**src/assert_macros.svh**
```systemverilog
// Assertion macros for the tally unit.
`ifndef ASSERT_MACROS_SVH
`define ASSERT_MACROS_SVH
`ifndef ASSERT_OFF
// Assert that an antecedent implies a consequent on the same edge.
`define ASSERT_IMPL(label, clk, rst, ante, cons) \
  label: assert property (@(posedge clk) disable iff (rst) (ante) |-> (cons)) \
    else $error("assertion failed");
// Assert that an expression holds on every edge out of reset.
`define ASSERT_ALWAYS(label, clk, rst, expr) \
  label: assert property (@(posedge clk) disable iff (rst) (expr)) \
    else $error("assertion failed");
`else
`define ASSERT_IMPL(label, clk, rst, ante, cons)
`define ASSERT_ALWAYS(label, clk, rst, expr)
`endif
`endif

```
**src/krt_pkg.sv**
```systemverilog
package krt_pkg;
  localparam int unsigned MaxSlotsDef = 256;
  localparam int unsigned MaxColumns = 8;
  localparam int unsigned MaxReactions = 8;
  localparam int unsigned ColW = 3;

  localparam logic [1:0] ACT_TALLY = 2'd0;
  localparam logic [1:0] ACT_CLEAR = 2'd1;
  localparam logic [1:0] ACT_READ = 2'd2;

  localparam logic [2:0] ST_COUNTED = 3'd0;
  localparam logic [2:0] ST_NONE = 3'd1;
  localparam logic [2:0] ST_FILTER = 3'd2;
  localparam logic [2:0] ST_FULL = 3'd3;
  localparam logic [2:0] ST_DONE = 3'd4;

  localparam logic [2:0] REG_GROUP = 3'd0;
  localparam logic [2:0] REG_MODEL = 3'd1;
  localparam logic [2:0] REG_USEMAP = 3'd2;
  localparam logic [2:0] REG_COLCNT = 3'd3;
  localparam logic [2:0] REG_COLMAP = 3'd4;

  // Configuration values seen by the core.
  typedef struct packed {
    logic [31:0] group_bits;
    logic [7:0]  model_id;
    logic        use_column_map;
    logic [3:0]  column_count;
    logic [63:0] column_map;
  } cfg_t;
endpackage

```
**src/krt_regs.sv**
```systemverilog
module krt_regs
  import krt_pkg::*;
(
  input  logic        clk,
  input  logic        rst,
  input  logic        psel,
  input  logic        penable,
  input  logic        pwrite,
  input  logic [5:0]  paddr,
  input  logic [63:0] pwdata,
  output logic [63:0] prdata,
  output logic        pready,
  output cfg_t        cfg
);
  logic [2:0] idx;
  assign idx = paddr[5:3];
  assign pready = 1'b1;

  // Register writes on the access phase.
  always_ff @(posedge clk) begin
    if (rst) begin
      cfg.group_bits <= 32'd1;
      cfg.model_id <= 8'd0;
      cfg.use_column_map <= 1'b0;
      cfg.column_count <= 4'd8;
      cfg.column_map <= 64'd0;
    end else if (psel && penable && pwrite) begin
      unique case (idx)
        REG_GROUP: cfg.group_bits <= pwdata[31:0];
        REG_MODEL: cfg.model_id <= pwdata[7:0];
        REG_USEMAP: cfg.use_column_map <= pwdata[0];
        REG_COLCNT: cfg.column_count <= pwdata[3:0];
        REG_COLMAP: cfg.column_map <= pwdata;
        default: ;
      endcase
    end
  end

  // Read mux.
  always_comb begin
    prdata = '0;
    unique case (idx)
      REG_GROUP: prdata = {32'd0, cfg.group_bits};
      REG_MODEL: prdata = {56'd0, cfg.model_id};
      REG_USEMAP: prdata = {63'd0, cfg.use_column_map};
      REG_COLCNT: prdata = {60'd0, cfg.column_count};
      REG_COLMAP: prdata = cfg.column_map;
      default: prdata = '0;
    endcase
  end
endmodule

```
**config.mk**
```make
export PLATFORM = sky130hd
export DESIGN_NAME = krt_regs
export DESIGN_NICKNAME = d
export VERILOG_FILES = /design/src/assert_macros.svh /design/src/krt_pkg.sv /design/src/krt_regs.sv
export SDC_FILE = /design/constraint.sdc
export NUM_CORES = 1
export LEC_CHECK = 0
export BUFFER_PORTS_ARGS = -buffer_cell sky130_fd_sc_hd__buf_2
export CAP_MARGIN = 20
export CORE_MARGIN = 8
export CORE_UTILIZATION = 43
export DETAILED_ROUTE_END_ITERATION = 10
export GPL_ROUTABILITY_DRIVEN = 1
export HOLD_SLACK_MARGIN = 0.15
export PLACE_DENSITY = 0.78
export REMOVE_ABC_BUFFERS = 1
export SLEW_MARGIN = 5
export SYNTH_ARGS = -nofsm -noshare
export SYNTH_HDL_FRONTEND = slang
export SYNTH_SLANG_ARGS = --single-unit
```
**constraint.sdc**
```tcl
create_clock -name clk -period 1.55 [get_ports clk]
set_clock_uncertainty 0.1 [all_clocks]
set_input_delay 0.31 -clock clk [delete_from_list [all_inputs] [get_ports clk]]
set_output_delay 0.31 -clock clk [all_outputs]
set_load 0.02 [all_outputs]
```
# After elaboration in Yosys (flattened, before gate mapping)
# Cells that the tools add are included.
dict set report word_totals {
  regBits 109
  latchBits 0
  ramBits 0
  romBits 0
  inputBits 75
  out_inout_bits 174
  n_memories 0
}
dict set report op_classes {
  add_sub_neg 0
  mul 0
  div 0
  n_lt_le_gt_ge 0
  n_eq_ne 4
  shift 0
  muxes 1
  n_bitwise 0
  n_reduce_logical 8
}
# op n
set ops {}
lappend ops {{one-hot mux 64 bit (5 select lines)} 1}
lappend ops {{AND reduction 2 bit} 5}
lappend ops {{== test 3 x 2 -> 1 bit (second input constant)} 2}
lappend ops {{== test 3 x 1 -> 1 bit (second input constant)} 1}
lappend ops {{== test 3 bit (second input constant)} 1}
lappend ops {{zero test 3 bit} 1}
lappend ops {{logical AND 1 bit} 2}

# Logic depth before layout (Yosys ltp)
# Gate-level depths: netlist of the first run.
dict set report depth {
  depth_word 3
  mapped_depth 7
  depth_no_buf 3
}

# Worst setup path after synthesis of the first run
# OpenSTA, ideal clock, no wires.
dict set report synth_timing {
  path_kind {in2out}
  from {input port paddr[3]}
  to {output port prdata[12]}
  t_arrival_ns 1.330
  t_required_ns 1.140
  setup_slack_ns -0.190
  cell_stages 5
  n_path_buf 3
  path_cell_list {buf_6 nor3b_2 buf_2 buf_2 a22o_1}
}
dict set report synth_via {
  elab_chain_cells 2
  elab_cells_between_ends 6
}
# element line_no
set synth_rtl {}
lappend synth_rtl {{start, declared} krt_regs.sv:9} ;# input logic [5:0] paddr,
lappend synth_rtl {{== test 3 bit, or another cell as far along} krt_regs.sv:42} ;# unique case (idx)
lappend synth_rtl {{one-hot mux 64 bit (5 select lines) *} krt_regs.sv:42}
lappend synth_rtl {{end, declared} krt_regs.sv:11} ;# output logic [63:0] prdata,
# Mark *: on every way between the ends. The rest lies on a longest branch, timed or not.

# Worst setup path after layout of the first run
dict set report layout_timing {
  from {input port paddr[5]}
  to {output port prdata[21]}
}
# The elaborated chain is that of the path after synthesis.

==> results.py, run 1 <==
metrics = {
    "outcome": {
        "status": "finished with violations",
        "violations": "negative setup slack",
    },
    "place": {
        "gp_congestion": 0.8160,
        "numPortBuffers": 244,
        "hpwl_mm": 12.28,
        "dp_cells": 984,
    },
    "clocking": {
        "clock_path_buffers": 2,
        "clockRootBuffer": "clkbuf_16",
        "htree_levels": 3,
        "cts.sinks": 109,
        "cts_tree": "built",
        "cts_buffers": 9,
        "clk_transition_reported_paths_ns": 0.07,
        "clkLatencyLatePin_ns": 0.34,
    },
    "min_path": {
        "hp-class": "input pin to flop",
    },
    "final_layout": {
        "top_register": "cfg",
        "fillCellCount": 834,
        "final_common_cell": "buf_2",
        "seq_area_um2": 2197,
        "multiInputGateArea_um2": 2973,
        "layout_common_cells": "buf_2, nand2b_1, dfxtp_1, mux2i_1, dlygate4sd3_1",
        "layout-drive-gt1-share_pct": 38.71,
        "area_delta_synth_final_pct": 60.46,
        "largest_register_ffs": 109,
        "layoutNonFillerInstCount": 1082,
        "reg_top3": "cfg (109)",
        "nNetsFinal": 982,
        "layout.core_utilization_pct": 71.22,
    },
    "pwr": {
        "leakage_nw": 3.907,
        "cellPowerDensity_nw_per_um2": 707.0,
        "peakVddDrop_mv": 0.4176,
    },
    "grt": {
        "grt_pass1_wl_mm": 30.61,
        "first_global_vias": 5691,
        "grt.total_usage_pct": 23.48,
        "gr-total-overflow": 0,
        "grt_start_max_net_pins": 54,
        "antenna_found_initial": 2,
    },
    "setup_path": {
        "crit_chain": "buf_8, or2_4, nor2_4, buf_12, buf_6, a22o_1, buf_6",
        "end_kind": "output pin",
        "crit_family": "buffers and inverters",
        "crit_top_cell": "buf_6",
        "slowest_delay_ns": 0.26,
        "crit_fanout": 6,
        "worst_path_max_delay_cell": "or2_4",
        "start_kind": "input pin",
        "cp.arrival_ns": 1.40,
        "critPathKind": "input pin to output pin",
        "critPathBufInv": 4,
        "crit_required_ns": 1.14,
    },
    "sta": {
        "period_share_pct": 116.7,
        "fin_ws_ns": -0.2588,
        "slew_viol_final": 0,
        "fin_tns_setup_ns": -13.17,
        "rsz0062_at_grt": "yes",
        "fmax_mhz": 552.9,
        "finalCriticalPeriod_ns": 1.809,
        "finalSetupViolCount": 64,
        "timing.final.hold_violations": 0,
    },
    "floorplan": {
        "fp.dieW_um": 127.6,
        "die_y_um": 127.6,
        "initial_core_util_pct": 44.39,
        "core_area_um2": 12060,
        "die_area_um2": 16280,
        "num_rows": 40,
        "ios": 249,
    },
    "route": {
        "drtIter0Drc": 386,
        "wl_mm": 21.10,
        "drtPass1Iterations": 5,
        "via_per_inst": 5.268,
        "wl_per_cell_um": 19.50,
        "vias": 5700,
        "drc": 0,
        "drtAntennaViolNets": 0,
    },
    "synth": {
        "synthTopCellsByArea": "dfxtp_1, nand2b_1, mux2i_1",
        "ys_seq_area_share_pct": 40.76,
        "synth-warning-count": 0,
        "netlist_instances": 589,
        "synth_top_area_cell": "dfxtp_1",
        "synthesis.area_um2": 5354,
        "avgSynthCellArea_um2": 9.090,
        "synth.distinct_cells": 29,
        "netlist.area_leader.share_pct": 40.76,
        "ys_ff_latch": 109,
    },
    "flow_run": {
        "maxCapViolations": 0,
    },
}
-- worst reg2reg max path, cell delays in order, from the launching register on --
cell and delay, ns:
dfxtp_1 0.43, o21ai_0 0.12, a21oi_1 0.15
-- metrics by stage --
step	hold WS [ns]	total power, W	worst slack [ns]	instance area, um2
6_report	0.1728	0.006073	-0.2588	8591
5_1_grt	0.1665	0.006275	-0.3002	8591
4_1_cts	0.1562	0.006057	-0.1984	8349
3_5_place_dp	0.3725	0.003483	-0.2903	6950
3_3_place_gp	0.3652	0.003477	-0.2872	6950
2_1_floorplan	0.2791	0.003129	-2.238	5066
-- cells by family (layout without fill, tap and decap cells) --
family                 count (synthesis)  in the layout  synth area share [%]
multiplexers                          79             79                 14.77
buffers and inverters                 56            379                 5.375
AND/OR/NAND/NOR                      232            232                 26.34
AO/OA/AOI/OAI                        112            112                 12.69
other                                  1              3               0.07004
flip-flops                           109            109                 40.76
-- synth_stat cells (all sizes together) --
cell type and count:
and4 1, nor2b 2, nand2 5, conb 1, o2bb2ai 1, nor3b 2
nand3b 1, o21a 1, nand4b 4, and2 32, clkbuf 35, nand2b 132
dfxtp 109, nand3 39, o211ai 3, o21ai 40, a21oi 39, a2bb2oi 4
a22o 24, nand4 1, and4b 1, or2 1, mux2i 79, nor2 11
buf 21
-- cell type report --
type | instances | area share, %
diodes | 2 | 0.05826
clock buffers | 11 | 2.709
clock inverters | 5 | 0.8739
multi-input cells | 424 | 34.61
flip-flops and latches | 109 | 25.58
well taps | 168 | 2.447
repair buffers | 363 | 33.73
-- metal layers --
metal  global-route usage [%]  vias up  wire, um  part of all wire, %
met4                    8.182        0       416                  2.0
met3                    8.403       30      1989                  9.4
met5                        0        -         0                    0
met1                    26.55     2746      8398                   40
met2                    40.07      273     10300                   49
li1                         -     2651         -                    -
-- where the power goes --
group	switching (W)	internal, W	total, W
Combinational	0.000380	0.000427	0.000807
Clock	0.00102	0.00141	0.00243
Sequential	0.0000184	0.00282	0.00284
-- final timing paths --
path                  start    endpoint  slack (ns)  cells after the start
setup / recovery   paddr[5]  prdata[21]       -0.26                      7
hold / removal    pwdata[3]     cfg[72]        0.17                      3
setup reg to reg   cfg[108]    cfg[108]        0.69                      2
hold reg to reg     cfg[64]     cfg[64]        0.38                      2
-- repair_timing --
action,4_1_cts,5_1_grt
setup buffers,9,3
endpoints found under the setup margin,64,64
endpoints found under the hold margin,95,0
cloned,1,4
pin swaps,9,22
hold buffers,63,0
resized for setup,126,39
Note: power is estimated with default switching activity, not from simulation.
==> run 2, diff against run 1 <==
Settings changed: CORE_MARGIN 8 to 2, CORE_UTILIZATION 43 to 36, PLACE_DENSITY 0.78 to not set.
Clock period 1.55 ns to 1.94 ns, I/O delays scaled along.
==> run 2 against run 1 <==
The flow still finishes with violations (negative setup slack). First-iteration DRC count rose by 0.26%. Sequential power is 20% lower. Clock-buffer cell count decreased by 2. Wire length fell by 20%.
==> results.py, run 2 (synthesis results as in run 1) <==
metrics = {
    "outcome": {
        "status": "finished with violations",
        "violations": "negative setup slack",
    },
    "setup_path": {
        "crit_chain": "buf_8, or2_4, nor2_4, buf_12, clkbuf_16, a22o_1, buf_6",
        "start_kind": "input pin",
        "critPathBufInv": 4,
        "r2r-start": "cfg[82]",
        "cp.arrival_ns": 1.45,
        "critPathLaunch": "paddr[4]",
        "critPathKind": "input pin to output pin",
        "crit_family": "buffers and inverters",
        "slowest_delay_ns": 0.26,
        "worst_path_max_delay_cell": "or2_4",
        "reg2reg_slack_ns": 1.14,
        "end_kind": "output pin",
        "crit_fanout": 5,
        "crit_required_ns": 1.45,
    },
    "sta": {
        "period_share_pct": 100.1,
        "timing.final.hold_violations": 0,
        "fmax_mhz": 514.8,
        "fin_tns_setup_ns": -0.002574,
        "slew_viol_final": 0,
        "fin_ws_ns": -0.002574,
        "rsz0062_at_grt": "yes",
        "finalSetupViolCount": 1,
        "finalCriticalPeriod_ns": 1.943,
    },
    "final_layout": {
        "nNetsFinal": 899,
        "layout-drive-gt1-share_pct": 36.67,
        "reg_top3": "cfg (109)",
        "finalInstanceArea_um2": 7546,
        "final_common_cell": "buf_2",
        "area_delta_synth_final_pct": 40.94,
        "top_register": "cfg",
        "largest_register_ffs": 109,
        "diodes": 0,
        "fillCellCount": 1341,
        "layout_common_cells": "buf_2, nand2b_1, dfxtp_1, mux2i_1, buf_4",
    },
    "route": {
        "met1Wirelength_mm": 7.188,
        "via_per_inst": 5.072,
        "drtPass1Iterations": 4,
        "wl_met2_mm": 8.020,
        "vias": 5138,
        "wl_mm": 16.84,
        "drtIter0Drc": 387,
        "wl_met3_mm": 1.388,
        "maxUsedRoutingLayer": "met5",
        "wl_per_cell_um": 16.62,
        "drtAntennaViolNets": 0,
        "drc": 0,
    },
    "pwr": {
        "power.share.clock_pct": 42.1,
        "leakage_nw": 3.471,
        "comb_power_share_pct": 10.4,
        "seqPwrFrac_pct": 47.6,
        "cellPowerDensity_nw_per_um2": 630.7,
        "power.switching_w": 0.001141,
        "switching_share_pct": 23.98,
        "p_total_w": 0.004759,
        "peakVddDrop_mv": 0.5413,
        "p_int_w": 0.003618,
    },
    "place": {
        "pre_cts_slack_ns": -0.06552,
        "hpwl_mm": 11.20,
        "numPortBuffers": 244,
        "gp_congestion": 0.8088,
        "placed_cell_area_um2": 6830,
    },
    "floorplan": {
        "initial_core_util_pct": 36.84,
        "ios": 249,
        "core_area_um2": 14530,
        "num_rows": 44,
        "die_y_um": 126.0,
        "die_area_um2": 15860,
        "fp.dieW_um": 126.0,
    },
    "clocking": {
        "cts_buffers": 9,
        "clk_transition_reported_paths_ns": 0.08,
        "clock_path_buffers": 2,
        "clkLatencyLatePin_ns": 0.35,
        "clockRootBuffer": "clkbuf_16",
        "cts.sinks": 109,
        "cts_tree": "built",
        "htree_levels": 3,
    },
    "grt": {
        "gr-total-overflow": 0,
        "grt_pass1_wl_mm": 24.90,
        "first_global_vias": 4851,
        "grt.total_usage_pct": 19.14,
        "grt_start_max_net_pins": 90,
        "antenna_found_initial": 1,
    },
    "flow_run": {
        "maxCapViolations": 0,
    },
    "min_path": {
        "min_from": "pwdata[47]",
        "hp-class": "input pin to flop",
    },
}
==> run 2: layout make-up <==
| class | count | area [um2] | area share (%) |
|---|---|---|---|
| clock inverters | 7 | 97.59 | 1.293 |
| flip-flops and latches | 109 | 2182 | 28.92 |
| well taps | 184 | 230.2 | 3.051 |
| multi-input cells | 424 | 2917 | 38.65 |
| clock buffers | 9 | 225.2 | 2.985 |
| repair buffers | 280 | 1894 | 25.10 |
==> run 2: worst min-delay path, cell delays in order <==
cell and delay, ns:
buf_2 0.09, nand2b_1 0.05, mux2i_1 0.06
==> run 2: path summary, 6_finish.rpt <==
| kind | end | depth (start not counted) |
|---|---|---|
| worst max-delay path | prdata[18] | 7 |
| worst min-delay path | cfg[47] | 3 |
| worst max register to register | cfg[82] | 2 |
| worst min register to register | cfg[43] | 2 |
==> run 2: routing by layer <==
| layer | up-vias | track usage [%] |
|---|---|---|
| li1 | 2478 | - |
| met1 | 2427 | 24.16 |
| met2 | 213 | 32.16 |
| met3 | 18 | 5.183 |
| met4 | 2 | 5.430 |
| met5 | - | 0 |
==> run 2: per-stage QoR <==
step                      cells  hold slack, ns  utilization (%)
after global placement      988          0.3653            47.00
after floorplan             533          0.3571                -
after CTS                  1004          0.1759            49.35
final                      1013          0.1881            51.92
after detailed placement    988          0.3779            47.00
after global routing       1013          0.1867            51.92
==> run 2: what timing repair did <==
action                     4_1_cts  5_1_grt
setup endpoints to repair       24       63
hold buffers                     0        0
setup buffers                    0        2
pin swaps                        0       15
cloned                           0        7
gates resized for setup          6       75
==> run 2: power by group through the flow <==
stage / clock, W / combinational (W) / sequential, W
2_1_floorplan: 0 / 0.000165 / 0.00234
3_3_place_gp: 0 / 0.000433 / 0.00232
3_5_place_dp: 0 / 0.000445 / 0.00232
4_1_cts: 0.00204 / 0.000448 / 0.00226
5_1_grt: 0.00214 / 0.000531 / 0.00227
6_report: 0.00200 / 0.000493 / 0.00226
==> run 3, diff against run 2 <==
Settings changed: PLACE_DENSITY_LB_ADDON set to 0.3.
==> run 3 against run 2 <==
Highest routed layer is now met4. Largest power group unchanged. First-iteration DRC count shrank 27%. Critical path type unchanged. Maximum frequency grew 2.1%. Wire length down 7.4%. Flip-flop and latch count did not move. Sequential power about the same. Power is 5.9% lower. Core utilization decreased by 1.7 points. The flow now finishes without violations.
==> results.py, run 3 (synthesis results as in run 1) <==
metrics = {
    "outcome": {
        "status": "finished, final reports clean",
    },
    "sta": {
        "rsz0062_at_grt": "yes",
        "timing.final.hold_violations": 0,
        "period_share_pct": 98.11,
        "fmax_mhz": 525.4,
        "slew_viol_final": 0,
        "fin_tns_setup_ns": 0,
        "fin_ws_ns": 0.03671,
        "finalSetupViolCount": 0,
        "finalCriticalPeriod_ns": 1.903,
    },
    "final_layout": {
        "nNetsFinal": 893,
        "final_common_cell": "buf_2",
        "largest_register_ffs": 109,
        "layout_common_cells": "buf_2, nand2b_1, dfxtp_1, mux2i_1, o21ai_0",
        "area_delta_synth_final_pct": 36.39,
        "diodes": 0,
        "top_register": "cfg",
        "layout.core_utilization_pct": 50.24,
        "reg_top3": "cfg (109)",
        "layout-drive-gt1-share_pct": 35.84,
    },
    "floorplan": {
        "ios": 249,
        "die_y_um": 126.0,
        "num_rows": 44,
        "initial_core_util_pct": 36.84,
        "fp.dieW_um": 126.0,
        "die_area_um2": 15860,
        "core_area_um2": 14530,
    },
    "grt": {
        "antenna_found_initial": 0,
        "grt.busiest_layer": "met2",
        "globalRouteMet1Util_pct": 25.09,
        "first_global_vias": 4560,
        "grt_pass1_wl_mm": 23.89,
        "grt_start_max_net_pins": 99,
        "gr-total-overflow": 0,
        "met3_usage_pct": 3.526,
        "groute.layer.met2.usage_pct": 29.95,
        "grt.total_usage_pct": 18.53,
    },
    "clocking": {
        "clockRootBuffer": "clkbuf_16",
        "clkLatencyLatePin_ns": 0.35,
        "cts_tree": "built",
        "clk_transition_reported_paths_ns": 0.07,
        "cts_buffers": 9,
        "htree_levels": 3,
        "clock_path_buffers": 2,
        "cts.sinks": 109,
    },
    "route": {
        "wl_per_cell_um": 15.48,
        "vias": 4984,
        "drtAntennaViolNets": 0,
        "wl_mm": 15.59,
        "drtIter0Drc": 282,
        "via_per_inst": 4.949,
        "drtPass1Iterations": 4,
        "drc": 0,
    },
    "setup_path": {
        "r2r-start": "cfg[104]",
        "reg2reg_slack_ns": 1.12,
        "reg2reg_to": "cfg[104]",
        "start_kind": "input pin",
        "crit_fanout": 5,
        "critPathKind": "input pin to output pin",
        "reg2reg_depth": 2,
        "crit_required_ns": 1.45,
        "end_kind": "output pin",
        "cp.arrival_ns": 1.42,
    },
    "pwr": {
        "cellPowerDensity_nw_per_um2": 613.3,
        "p_int_w": 0.003355,
        "power.switching_w": 0.001123,
        "seqPwrFrac_pct": 50.6,
        "peakVddDrop_mv": 0.3623,
        "leakage_nw": 3.403,
        "switching_share_pct": 25.08,
        "p_total_w": 0.004478,
        "power.share.clock_pct": 38.8,
        "comb_power_share_pct": 10.6,
    },
    "place": {
        "pre_cts_slack_ns": -0.02392,
        "hpwl_mm": 10.62,
        "numPortBuffers": 244,
        "gp_congestion": 0.7325,
    },
    "flow_run": {
        "maxCapViolations": 0,
    },
    "min_path": {
        "holdPathEnd": "cfg[61]",
        "min_from": "pwdata[61]",
        "hp-class": "input pin to flop",
        "holdPathStages": 3,
    },
}
-- run 3: per-stage QoR --
stage / cell area [um2] / cells / hold WS, ns
2_1_floorplan: 5066 / 533 / 0.3571
3_3_place_gp: 6833 / 985 / 0.3712
3_5_place_dp: 6833 / 985 / 0.3720
4_1_cts: 7117 / 1001 / 0.1736
5_1_grt: 7302 / 1007 / 0.1837
6_report: 7302 / 1007 / 0.1870
-- run 3: layout make-up --
| cell class | instances | area, um2 |
|---|---|---|
| clock inverters | 6 | 46.29 |
| repair buffers | 274 | 1703 |
| well taps | 184 | 230.2 |
| multi-input cells | 424 | 2912 |
| clock buffers | 10 | 229.0 |
| fillers | 1439 | 7232 |
| flip-flops and latches | 109 | 2182 |
-- run 3: how the worst max path moves through the flow --
stage	endpoint	slack [ns]	cells past startpoint	from
6_report	prdata[1]	0.04	8	paddr[3]
5_1_grt	prdata[18]	-0.01	7	paddr[3]
4_1_cts	prdata[2]	-0.006	6	paddr[3]
3_5_place_dp	prdata[29]	-0.02	6	paddr[4]
3_3_place_gp	prdata[29]	-0.04	6	paddr[4]
2_1_floorplan	cfg[18]	-1.93	3	paddr[3]
-- run 3: power by group through the flow --
stage / combinational [W] / sequential (W) / clock [W]
3_3_place_gp: 0.000443 / 0.00232 / 0
5_1_grt: 0.000514 / 0.00227 / 0.00189
2_1_floorplan: 0.000165 / 0.00234 / 0
6_report: 0.000475 / 0.00226 / 0.00174
3_5_place_dp: 0.000446 / 0.00232 / 0
4_1_cts: 0.000448 / 0.00226 / 0.00180
-- run 3: timing repair --
action,4_1_cts,5_1_grt
hold buffers,0,0
gates resized for setup,2,33
setup endpoints to repair,7,39
cloned,0,3
pin swaps,0,1
setup buffers,0,3
endpoints found under the hold margin,0,0
-- run 3: critical path: stages --
cell      delay (ns)
buf_12          0.12
nor3b_4         0.22
buf_6           0.14
buf_8           0.12
buf_12          0.12
nand2_2         0.05
o211ai_1        0.08
buf_4           0.17
-- run 3: layer usage --
metal  vias to the layer above  wire length, um
li1                       2473                -
met1                      2313             7261
met2                       187             7107
met3                        11             1024
met4                         0              196
met5                         -                0
